$ cat config.mk
export PLATFORM = sky130hd
export DESIGN_NAME = outlier_moving_average_pingpong_top
export DESIGN_NICKNAME = d
export VERILOG_FILES = /design/src/hdl/omap_pkg.sv /design/src/hdl/outlier_moving_average_pingpong_top.sv /design/src/hdl/omap_hist.sv
export SDC_FILE = /design/constraint.sdc
export NUM_CORES = 1
export LEC_CHECK = 0
export BUFFER_PORTS_ARGS = -buffer_cell sky130_fd_sc_hd__buf_2
export CORE_MARGIN = 4
export CORE_UTILIZATION = 30
export DETAILED_ROUTE_END_ITERATION = 16
export PLACE_DENSITY = 0.55
export SLEW_MARGIN = 20
export SYNTH_ARGS = -nofsm -noshare
export SYNTH_HDL_FRONTEND = slang
export SYNTH_HIERARCHICAL = 1
export SYNTH_SLANG_ARGS = --single-unit
$ cat constraint.sdc
create_clock -name aclk -period 19.07 [get_ports aclk]
set_clock_uncertainty 0.1 [all_clocks]
set_input_delay 1.907 -clock aclk [delete_from_list [all_inputs] [get_ports aclk]]
set_output_delay 1.907 -clock aclk [all_outputs]
set_load 0.01 [all_outputs]
$ cat src/hdl/omap_pkg.sv
`timescale 1ns / 1ps
// shared constants and types for the outlier moving-average ping-pong block
// no dependencies
package omap_pkg;

    localparam int WINDOW_LEN = 10;
    localparam int BANK_DEPTH = 1024;

    localparam int SAMPLE_W = 12;
    localparam int LEN_W    = 11;
    localparam int BYTE_W   = 8;
    localparam int KIND_W   = 2;
    localparam int CFG_IDX_W  = 2;
    localparam int CFG_DATA_W = 12;

    localparam int PTR_W  = (WINDOW_LEN > 1) ? $clog2(WINDOW_LEN) : 1;
    localparam int SUM_W  = SAMPLE_W + $clog2(WINDOW_LEN);
    localparam int FIDX_W = $clog2(BANK_DEPTH + 1);
    localparam int WIDX_W = $clog2(BANK_DEPTH);
    localparam int CMP_W  = (FIDX_W > LEN_W) ? FIDX_W : LEN_W;

    localparam logic [KIND_W-1:0] KIND_PAIR       = 2'd0;
    localparam logic [KIND_W-1:0] KIND_DRAIN_GO   = 2'd1;
    localparam logic [KIND_W-1:0] KIND_DRAIN_DONE = 2'd2;

    localparam logic [CFG_IDX_W-1:0] CFG_CENTER = 2'd0;
    localparam logic [CFG_IDX_W-1:0] CFG_MARGIN = 2'd1;
    localparam logic [CFG_IDX_W-1:0] CFG_LENGTH = 2'd2;

    localparam logic [SAMPLE_W-1:0] CENTER_RST = 12'd2048;
    localparam logic [SAMPLE_W-1:0] MARGIN_RST = 12'd2000;
    localparam logic [LEN_W-1:0]    LENGTH_RST = 11'd1000;
    localparam logic [BYTE_W-1:0]   OUTLIER_BYTE = 8'd128;

    typedef struct packed {
        logic             rd_en;
        logic [PTR_W-1:0] rd_addr;
    } omap_rd_t;

    typedef struct packed {
        logic                wr_en;
        logic [PTR_W-1:0]    wr_addr;
        logic [SAMPLE_W-1:0] wr_data;
    } omap_wr_t;

endpackage

$ cat src/hdl/outlier_moving_average_pingpong_top.sv
`timescale 1ns / 1ps
// top level: outlier test, bank fill control and result register
// depends on omap_pkg and omap_hist
//
//  channel  | handshake            | payload
//  ---------+----------------------+----------------------------------------------
//  input    | s_valid / s_ready    | s_kind, s_sample_a, s_sample_b, s_send_enable
//  result   | m_valid / m_ready    | m_wrote .. m_ready_bank
//  config   | cfg_valid / cfg_ready| cfg_index, cfg_data
//
// one transaction per cycle unless stalled; passes middle stage then result register
// bank control is updated at accept; history memory is read at accept and
// written when the middle stage advances, so consecutive pushes always touch different entries
// reset is synchronous, clears control state, history reads as zero until written
// a stalled result holds the middle stage and deasserts s_ready; cfg_ready is always high
module outlier_moving_average_pingpong_top (
    input  logic                              aclk,
    input  logic                              aresetn,
    input  logic                              s_valid,
    output logic                              s_ready,
    input  logic [omap_pkg::KIND_W-1:0]       s_kind,
    input  logic [omap_pkg::SAMPLE_W-1:0]     s_sample_a,
    input  logic [omap_pkg::SAMPLE_W-1:0]     s_sample_b,
    input  logic                              s_send_enable,
    output logic                              m_valid,
    input  logic                              m_ready,
    output logic                              m_wrote,
    output logic                              m_write_bank,
    output logic [omap_pkg::WIDX_W-1:0]       m_write_index,
    output logic [omap_pkg::BYTE_W-1:0]       m_write_value,
    output logic                              m_was_outlier,
    output logic                              m_ready_pending,
    output logic                              m_ready_bank,
    input  logic                              cfg_valid,
    output logic                              cfg_ready,
    input  logic [omap_pkg::CFG_IDX_W-1:0]    cfg_index,
    input  logic [omap_pkg::CFG_DATA_W-1:0]   cfg_data
);
    import omap_pkg::*;

    logic [SAMPLE_W-1:0] center_reg;
    logic [SAMPLE_W-1:0] margin_reg;
    logic [LEN_W-1:0]    length_reg;

    logic [FIDX_W-1:0]   fill_index_reg, fill_index_next;
    logic                fill_bank_reg, fill_bank_next;
    logic                ready_flag_reg, ready_flag_next;
    logic                drain_busy_reg, drain_busy_next;
    logic [PTR_W-1:0]    ptr_reg, ptr_next;

    logic                p1_valid_reg;
    logic                p1_wrote_reg;
    logic                p1_bank_reg;
    logic [WIDX_W-1:0]   p1_index_reg;
    logic                p1_outlier_reg;
    logic                p1_push_reg;
    logic [PTR_W-1:0]    p1_addr_reg;
    logic [SAMPLE_W-1:0] p1_avg_reg;
    logic                p1_pending_reg;
    logic                p1_rbank_reg;

    logic                m_valid_reg;
    logic                m_wrote_reg;
    logic                m_bank_reg;
    logic [WIDX_W-1:0]   m_index_reg;
    logic [BYTE_W-1:0]   m_value_reg;
    logic                m_outlier_reg;
    logic                m_pending_reg;
    logic                m_rbank_reg;

    logic                accept;
    logic                p1_advance;
    logic [FIDX_W-1:0]   len_eff;
    logic [SAMPLE_W:0]   pair_sum;
    logic [SAMPLE_W-1:0] avg;
    logic [SAMPLE_W-1:0] diff;
    logic                outlier;
    logic                writing;
    logic                push;
    logic [FIDX_W-1:0]   idx_after;
    logic [BYTE_W-1:0]   hist_byte;
    logic [BYTE_W-1:0]   value_sel;
    omap_rd_t            hist_rd;
    omap_wr_t            hist_wr;

    assign cfg_ready = 1'b1;

    always_ff @(posedge aclk) begin
        if (!aresetn) begin
            center_reg <= CENTER_RST;
            margin_reg <= MARGIN_RST;
            length_reg <= LENGTH_RST;
        end else if (cfg_valid) begin
            unique case (cfg_index)
                CFG_CENTER: center_reg <= cfg_data[SAMPLE_W-1:0];
                CFG_MARGIN: margin_reg <= cfg_data[SAMPLE_W-1:0];
                CFG_LENGTH: length_reg <= cfg_data[LEN_W-1:0];
                default: ;
            endcase
        end
    end

    always_comb begin
        if (length_reg == '0) begin
            len_eff = FIDX_W'(1);
        end else if (CMP_W'(length_reg) > CMP_W'(BANK_DEPTH)) begin
            len_eff = FIDX_W'(BANK_DEPTH);
        end else begin
            len_eff = FIDX_W'(length_reg);
        end
    end

    assign p1_advance = p1_valid_reg && (!m_valid_reg || m_ready);
    assign s_ready    = !p1_valid_reg || p1_advance;
    assign accept     = s_valid && s_ready;

    assign pair_sum = {1'b0, s_sample_a} + {1'b0, s_sample_b};
    assign avg      = pair_sum[SAMPLE_W:1];
    assign diff     = (avg >= center_reg) ? (avg - center_reg) : (center_reg - avg);
    assign outlier  = diff > margin_reg;
    assign writing  = (s_kind == KIND_PAIR) && (fill_index_reg < len_eff);
    assign push     = writing && !outlier;
    assign idx_after = writing ? (fill_index_reg + FIDX_W'(1)) : fill_index_reg;

    always_comb begin
        fill_index_next = fill_index_reg;
        fill_bank_next  = fill_bank_reg;
        ready_flag_next = ready_flag_reg;
        drain_busy_next = drain_busy_reg;
        ptr_next        = ptr_reg;
        case (s_kind)
            KIND_PAIR: begin
                fill_index_next = idx_after;
                if (push) begin
                    ptr_next = (ptr_reg == PTR_W'(WINDOW_LEN - 1)) ? '0
                                                                  : ptr_reg + PTR_W'(1);
                end
                if (idx_after >= len_eff && s_send_enable && !drain_busy_reg) begin
                    ready_flag_next = 1'b1;
                    fill_bank_next  = ~fill_bank_reg;
                    fill_index_next = '0;
                end
            end
            KIND_DRAIN_GO: begin
                if (ready_flag_reg) begin
                    drain_busy_next = 1'b1;
                    ready_flag_next = 1'b0;
                end
            end
            KIND_DRAIN_DONE: begin
                drain_busy_next = 1'b0;
            end
            default: ;
        endcase
    end

    always_ff @(posedge aclk) begin
        if (!aresetn) begin
            fill_index_reg <= '0;
            fill_bank_reg  <= 1'b0;
            ready_flag_reg <= 1'b0;
            drain_busy_reg <= 1'b0;
            ptr_reg        <= '0;
        end else if (accept) begin
            fill_index_reg <= fill_index_next;
            fill_bank_reg  <= fill_bank_next;
            ready_flag_reg <= ready_flag_next;
            drain_busy_reg <= drain_busy_next;
            ptr_reg        <= ptr_next;
        end
    end

    // middle stage waits for the history read
    always_ff @(posedge aclk) begin
        if (!aresetn) begin
            p1_valid_reg <= 1'b0;
        end else if (accept) begin
            p1_valid_reg <= 1'b1;
        end else if (p1_advance) begin
            p1_valid_reg <= 1'b0;
        end
    end

    always_ff @(posedge aclk) begin
        if (accept) begin
            p1_wrote_reg   <= writing;
            p1_bank_reg    <= writing ? fill_bank_reg : 1'b0;
            p1_index_reg   <= writing ? fill_index_reg[WIDX_W-1:0] : '0;
            p1_outlier_reg <= writing && outlier;
            p1_push_reg    <= push;
            p1_addr_reg    <= ptr_reg;
            p1_avg_reg     <= avg;
            p1_pending_reg <= ready_flag_next;
            p1_rbank_reg   <= ~fill_bank_next;
        end
    end

    assign hist_rd.rd_en   = accept && push;
    assign hist_rd.rd_addr = ptr_reg;
    assign hist_wr.wr_en   = p1_advance && p1_push_reg;
    assign hist_wr.wr_addr = p1_addr_reg;
    assign hist_wr.wr_data = p1_avg_reg;

    omap_hist u_hist (
        .aclk     (aclk),
        .aresetn  (aresetn),
        .rd       (hist_rd),
        .wr       (hist_wr),
        .avg_byte (hist_byte)
    );

    always_comb begin
        if (p1_push_reg) begin
            value_sel = hist_byte;
        end else if (p1_outlier_reg) begin
            value_sel = OUTLIER_BYTE;
        end else begin
            value_sel = '0;
        end
    end

    always_ff @(posedge aclk) begin
        if (!aresetn) begin
            m_valid_reg <= 1'b0;
        end else if (p1_advance) begin
            m_valid_reg <= 1'b1;
        end else if (m_ready) begin
            m_valid_reg <= 1'b0;
        end
    end

    always_ff @(posedge aclk) begin
        if (p1_advance) begin
            m_wrote_reg   <= p1_wrote_reg;
            m_bank_reg    <= p1_bank_reg;
            m_index_reg   <= p1_index_reg;
            m_value_reg   <= value_sel;
            m_outlier_reg <= p1_outlier_reg;
            m_pending_reg <= p1_pending_reg;
            m_rbank_reg   <= p1_rbank_reg;
        end
    end

    assign m_valid         = m_valid_reg;
    assign m_wrote         = m_wrote_reg;
    assign m_write_bank    = m_bank_reg;
    assign m_write_index   = m_index_reg;
    assign m_write_value   = m_value_reg;
    assign m_was_outlier   = m_outlier_reg;
    assign m_ready_pending = m_pending_reg;
    assign m_ready_bank    = m_rbank_reg;

endmodule

$ cat src/hdl/omap_hist.sv
`timescale 1ns / 1ps
// history ring memory with running window sum, divide by window length and scale down to a byte
// depends on omap_pkg
module omap_hist (
    input  logic                    aclk,
    input  logic                    aresetn,
    input  omap_pkg::omap_rd_t      rd,
    input  omap_pkg::omap_wr_t      wr,
    output logic [omap_pkg::BYTE_W-1:0] avg_byte
);
    import omap_pkg::*;

    localparam int SHIFT   = SUM_W + $clog2(WINDOW_LEN);
    localparam int RECIP_W = SUM_W + 2;
    localparam longint unsigned RECIP_VAL =
        ((64'd1 << SHIFT) + WINDOW_LEN - 1) / WINDOW_LEN;
    localparam logic [RECIP_W-1:0] RECIP = RECIP_W'(RECIP_VAL);
    localparam int PROD_W = SUM_W + RECIP_W;

    logic [SAMPLE_W-1:0]   mem [WINDOW_LEN];
    logic [SAMPLE_W-1:0]   rd_data_reg;
    logic                  rd_vld_reg;
    logic [WINDOW_LEN-1:0] vld_reg;
    logic [SUM_W-1:0]      sum_reg;
    logic [SUM_W-1:0]      sum_next;
    logic [SAMPLE_W-1:0]   oldest;
    logic [PROD_W-1:0]     prod;

    always_ff @(posedge aclk) begin
        if (wr.wr_en) begin
            mem[wr.wr_addr] <= wr.wr_data;
        end
        if (rd.rd_en) begin
            rd_data_reg <= mem[rd.rd_addr];
        end
    end

    always_ff @(posedge aclk) begin
        if (!aresetn) begin
            vld_reg    <= '0;
            rd_vld_reg <= 1'b0;
            sum_reg    <= '0;
        end else begin
            if (rd.rd_en) begin
                rd_vld_reg <= vld_reg[rd.rd_addr];
            end
            if (wr.wr_en) begin
                vld_reg[wr.wr_addr] <= 1'b1;
                sum_reg <= sum_next;
            end
        end
    end

    // entries never written read as zero
    assign oldest   = rd_vld_reg ? rd_data_reg : '0;
    assign sum_next = sum_reg - SUM_W'(oldest) + SUM_W'(wr.wr_data);
    assign prod     = PROD_W'(sum_next) * PROD_W'(RECIP);
    assign avg_byte = prod[SHIFT+4 +: BYTE_W];

endmodule

======== Word-level counts from Yosys, hierarchy flattened ========
Memories as Yosys holds them, arrays and structs flattened. A register that Yosys moved wholly into a read port is not among the register bits.
Cells that the tools add are included.
operators by class
  bitwise logic cells ..................... 3
  add/subtract/negate cells ............... 7
  mux-type cells .......................... 25
  reduce and logical (&&, ||, !) cells .... 28
  $lt $le $gt $ge ......................... 8
  multiply operators ...................... 1
  equal/unequal tests ..................... 6
operator list
  operator                  number
  $mux W11                  4
  $mul A16 B16 Y31 const B  1
  $mux W12                  2
  $sub A12 B12 Y12          2
  $add A16 B12 Y16          1
  $mux W8                   2
  $sub A16 B12 Y16          1
  $add A12 B12 Y13          1
  $ge A12 B12 Y1            1
  $gt A12 B12 Y1            1
  $mux W1                   12
  $add A11 B1 Y11 const B   1
  $ge A11 B11 Y1            1
  $gt A11 B11 Y1 const B    1
  $logic_not A11 Y1         1
  $lt A11 B11 Y1            1
  $logic_and A1 B1 Y1       10
  $lt A4 B5 Y1 const B      2
  $or A10 B10 Y10           1
  $reduce_and A2 Y1         4
  $reduce_and A3 Y1         2
  $reduce_bool A2 Y1        3
  $add A4 B1 Y4 const B     1
  $bmux W1 S4               1
  other kinds (12)          21
storage, ports and cells
  RAM bits ................................ 120
  memories ................................ 1
  bits of input ports ..................... 46
  logic and storage cells ................. 108
  register bits after elaboration ......... 137
  output and inout port bits .............. 26
memories
  name        words  width  rd ports  clocked after Yosys merged registers in  write ports  RTL line         text
  u_hist.mem  10     12     1         1                                        1            omap_hist.sv:20  logic [SAMPLE_W-1:0] mem [WINDOW_LEN];

======== Logic depth before layout (Yosys ltp) ========
  depth in word-level cells ............... 12
  gate-level depth with buffers ........... 33
  gate-level depth less buffers ........... 31

======== Modules after synthesis ========
Netlist, hierarchy kept.
modules (own cells, without submodules)
  module                               times used  cells an instance  sequential area each (µm²)  area each (µm²)
  omap_hist                            1           1,025              4,504.3                     12,119.1
  outlier_moving_average_pingpong_top  1           708                2,752.6                     6,605.1

======== Worst setup path before layout ========
No wires, ideal clock.
  kind .................................... input to register
  start point ............................. in s_sample_a[2] (netlist name)
  end point ............................... reg u_hist.rd_vld_reg
  path buffers ............................ 2
  arrival ................................. 7.894 ns
  stages on the path ...................... 24
  setup slack ............................. 10.959 ns
  setup time .............................. 0.117 ns
  data required time ...................... 18.853 ns
  cell sequence ........................... ha_1 nor2b_1 o21ai_0 a21boi_0 o21ai_0 a21oi_1 a311oi_1 xnor2_1 ha_1 clkbuf_1 o21ai_0 nor3_1 o21ai_0 and4b_1 clkbuf_1 o22a_1 a2111oi_0 nor4bb_1 ha_1 nand4_1 or3_1 a211oi_1 o211ai_1 o211a_1
RTL lines
  item                    RTL line                                   text
  start: declaration      outlier_moving_average_pingpong_top.sv:22  input logic [omap_pkg::SAMPLE_W-1:0] s_sample_a,
  end signal: assignment  omap_hist.sv:45                            rd_vld_reg <= vld_reg[rd.rd_addr];
  end: declaration        omap_hist.sv:22                            logic rd_vld_reg;

======== Worst setup path in the final report ========
  start point ............................. reg p1_avg_reg[5]
  end point ............................... reg m_value_reg[7], in the netlist m_write_value[7], data pin
between the ends
  cells in the longest elaborated chain, start to end .. 3
ends and longest elaborated chain
  item                      RTL line                                    text
  start: declaration        outlier_moving_average_pingpong_top.sv:58   logic [SAMPLE_W-1:0] p1_avg_reg;
  start signal: assignment  outlier_moving_average_pingpong_top.sv:192  p1_avg_reg <= avg;
  $add A16 B12 Y16          omap_hist.sv:56                             assign sum_next = sum_reg - SUM_W'(oldest) + SUM_W'(wr.wr_data);
  via u_hist.sum_next[15]   omap_hist.sv:25                             logic [SUM_W-1:0] sum_next;
  $mul A16 B16 Y31          omap_hist.sv:57                             assign prod = PROD_W'(sum_next) * PROD_W'(RECIP);
  via hist_byte[7]          outlier_moving_average_pingpong_top.sv:81   logic [BYTE_W-1:0] hist_byte;
  $mux W8                   outlier_moving_average_pingpong_top.sv:213  if (p1_push_reg) begin
  via value_sel[7]          outlier_moving_average_pingpong_top.sv:82   logic [BYTE_W-1:0] value_sel;
  end signal: assignment    outlier_moving_average_pingpong_top.sv:237  m_value_reg <= value_sel;
  end: declaration          outlier_moving_average_pingpong_top.sv:66   logic [BYTE_W-1:0] m_value_reg;
The timed path passes the listed nets, and every way through them passes these cells.
A chain may end at the register's enable or synchronous reset.

==> results.ini <==
[clock_tree]
clockBufferDepth=3
postCtsSetupBuffers=0
cts-hold-fix-buffers=0
ctsRootBufferMaster=clkbuf_16
path_clk_slew_ns=0.06
htree_levels=1
cts_resized=0
numCtsBuffers=30
cts_tree=built
clock_latency_ns=0.59
cts.sinks=269

[worst_setup_path]
cp_data_required_time_ns=19.29
end_kind=register
cpMaxStageDelayCell=fa_1
reg2reg_from=p1_avg_reg[5]
cpPeakStageDelay_ns=0.56
cp-startpoint=p1_avg_reg[5]
startpoint_type=register
cp_num_buf_inv=5
crit_cells=27
reg2reg_slack_ns=10.71
r2r-end=m_write_value[7]
worstPathArrival_ns=8.58
rr_worst_depth=27
worstPathMaxFanout=11
setup.worst_path.end=m_write_value[7]
path_class=register to register
cp_top_family=adder cells

[layout]
nets=2146
largest_reg_flops=120
area_growth_pct=13.0
final_common_cell=inv_1
mostFrequentLayoutCells=260 x inv_1, 211 x ha_1, 187 x edfxtp_1
layout-drive-gt1-share_pct=11.2
final_cell_count_no_fill=2660

[timing]
max_freq_ghz=0.120
fin_tns_setup_ns=0
rsz0062_at_grt=false
worst_slew_pin_slew_ns=0.849
fin_crit_sh_pct=43.8
min_period_ns=8.36
relSlewSlack_pct=43.0
setup_viol=0
slew_viol_final=0
final_hold_viol_count=0

[logic_synthesis]
synth_ff_type=edfxtp_1
synth.distinct_cells=88
synth_edf_count=187
ys_async_sr_fraction_pct=0
synth_area_per_cell_um2=10.8
syn_area_um2=18700
yosys_warnings=6
ys_ff_latch=269
synth.net_count=2081
synth-seq-area-share_pct=38.8
synthCells=1733

[detailed_routing]
dr_wl_met2_mm=20.7
drt_iter0_drc=620
wl_met3_mm=1.34
wl_per_cell_um=16.1
antenna_left=0
wl_met1_mm=19.8
wl_mm=42.9
drc=0
num_vias=12600
vias_per_cell=4.75
maxUsedRoutingLayer=met4
dr.pass1.iters=8

[place]
hpwl_mm=33.4
io_buffer_count=70
routabilityCongestion=0.906
dp.cells=2603

[worst_hold_path]
hold_class=register to register

[floorplan]
core_area_um2=61700
io_pins=72
dieArea_um2=66500
initial_core_util_pct=30.3
fp.dieH_um=258
num_rows=91
die_w_um=258

[grt]
track_usage_pct=12.8
antenna_found_initial=0
grt_overflow=0
grt_max_degree=73
grt_pass1_vias=12900
grt_pass1_wl_mm=69.8

[job]
drv_cap=0

[status]
status=completed

-- routing by layer --
layer | track usage, % | vias to the layer above
met1 | 17.3 | 6151
met2 | 21.8 | 229
met4 | 3.38 | 0
li1 | - | 6200
met3 | 1.56 | 62
met5 | 0 | -
-- how the worst min path moves through the flow --
stage | from | end | slack [ns] | depth (start not counted)
2_1_floorplan | p1_rbank_reg | m_ready_bank | 0.30 | 0
5_1_grt | p1_index_reg[1] | m_write_index[1] | 0.33 | 0
4_1_cts | p1_pending_reg | m_ready_pending | 0.32 | 0
6_report | p1_index_reg[0] | m_write_index[0] | 0.32 | 0
3_3_place_gp | p1_index_reg[4] | m_write_index[4] | 0.31 | 0
3_5_place_dp | p1_index_reg[9] | m_write_index[9] | 0.31 | 0
-- through the flow --
step / utilization [%] / worst slack, ns / area [um2] / hold slack (ns)
global route: 34.3 / 10.06 / 21200 / 0.329
global placement: 32.5 / 10.64 / 20000 / 0.307
floorplan: - / 10.96 / 18700 / 0.300
detailed placement: 32.5 / 10.55 / 20000 / 0.306
CTS: 34.3 / 10.62 / 21200 / 0.321
finish: 34.3 / 10.71 / 21200 / 0.318
-- cells in the mapped netlist, types with 7 or more instances --
library cell	count	share of area, %
inv_1	260	5.2
ha_1	211	14
edfxtp_1	187	30
nand2_1	130	2.6
a21oi_1	97	2.6
fa_1	91	9.7
dfxtp_1	82	8.8
nor2_1	52	1.0
xnor2_1	45	2.1
and2_1	38	1.3
nand3_1	37	0.99
o21ai_0	36	0.96
clkbuf_1	35	0.70
a21o_1	33	1.3
nor2b_1	28	0.94
mux2i_1	26	1.4
mux4_2	26	3.1
o21a_1	25	1.0
a211oi_1	23	0.92
xor2_1	22	1.0
nor3_1	21	0.56
o211ai_1	18	0.72
nand2b_1	14	0.47
or3_1	14	0.47
nand3b_1	13	0.52
and3_1	12	0.40
buf_4	10	0.40
nand4_1	9	0.30
a31oi_1	8	0.27
buf_2	7	0.19
-- logic make-up after synthesis --
kind of cell,after synthesis,share of synthesized area [%]
compound gates,317,11.5
other cells,1,0.0200
flops,269,38.8
xor+xnor,70,3.43
simple gates,401,11.2
mux,54,4.64
fa+ha+maj,302,23.8
buf+inv,319,6.68
-- area by class of cell --
cell class,instances,area (um2)
sequential,269,7260
multi-input combinational,1145,10200
tap,837,1050
clock buffer,31,754
inverter,261,980
antenna,1,2.50
timing repair buffer,91,508
fill,6255,40600
clock inverter,25,369
Power is left out: the tool's default activity adds up to more than one toggle a clock period on the data nets, which glitch-free logic cannot reach.
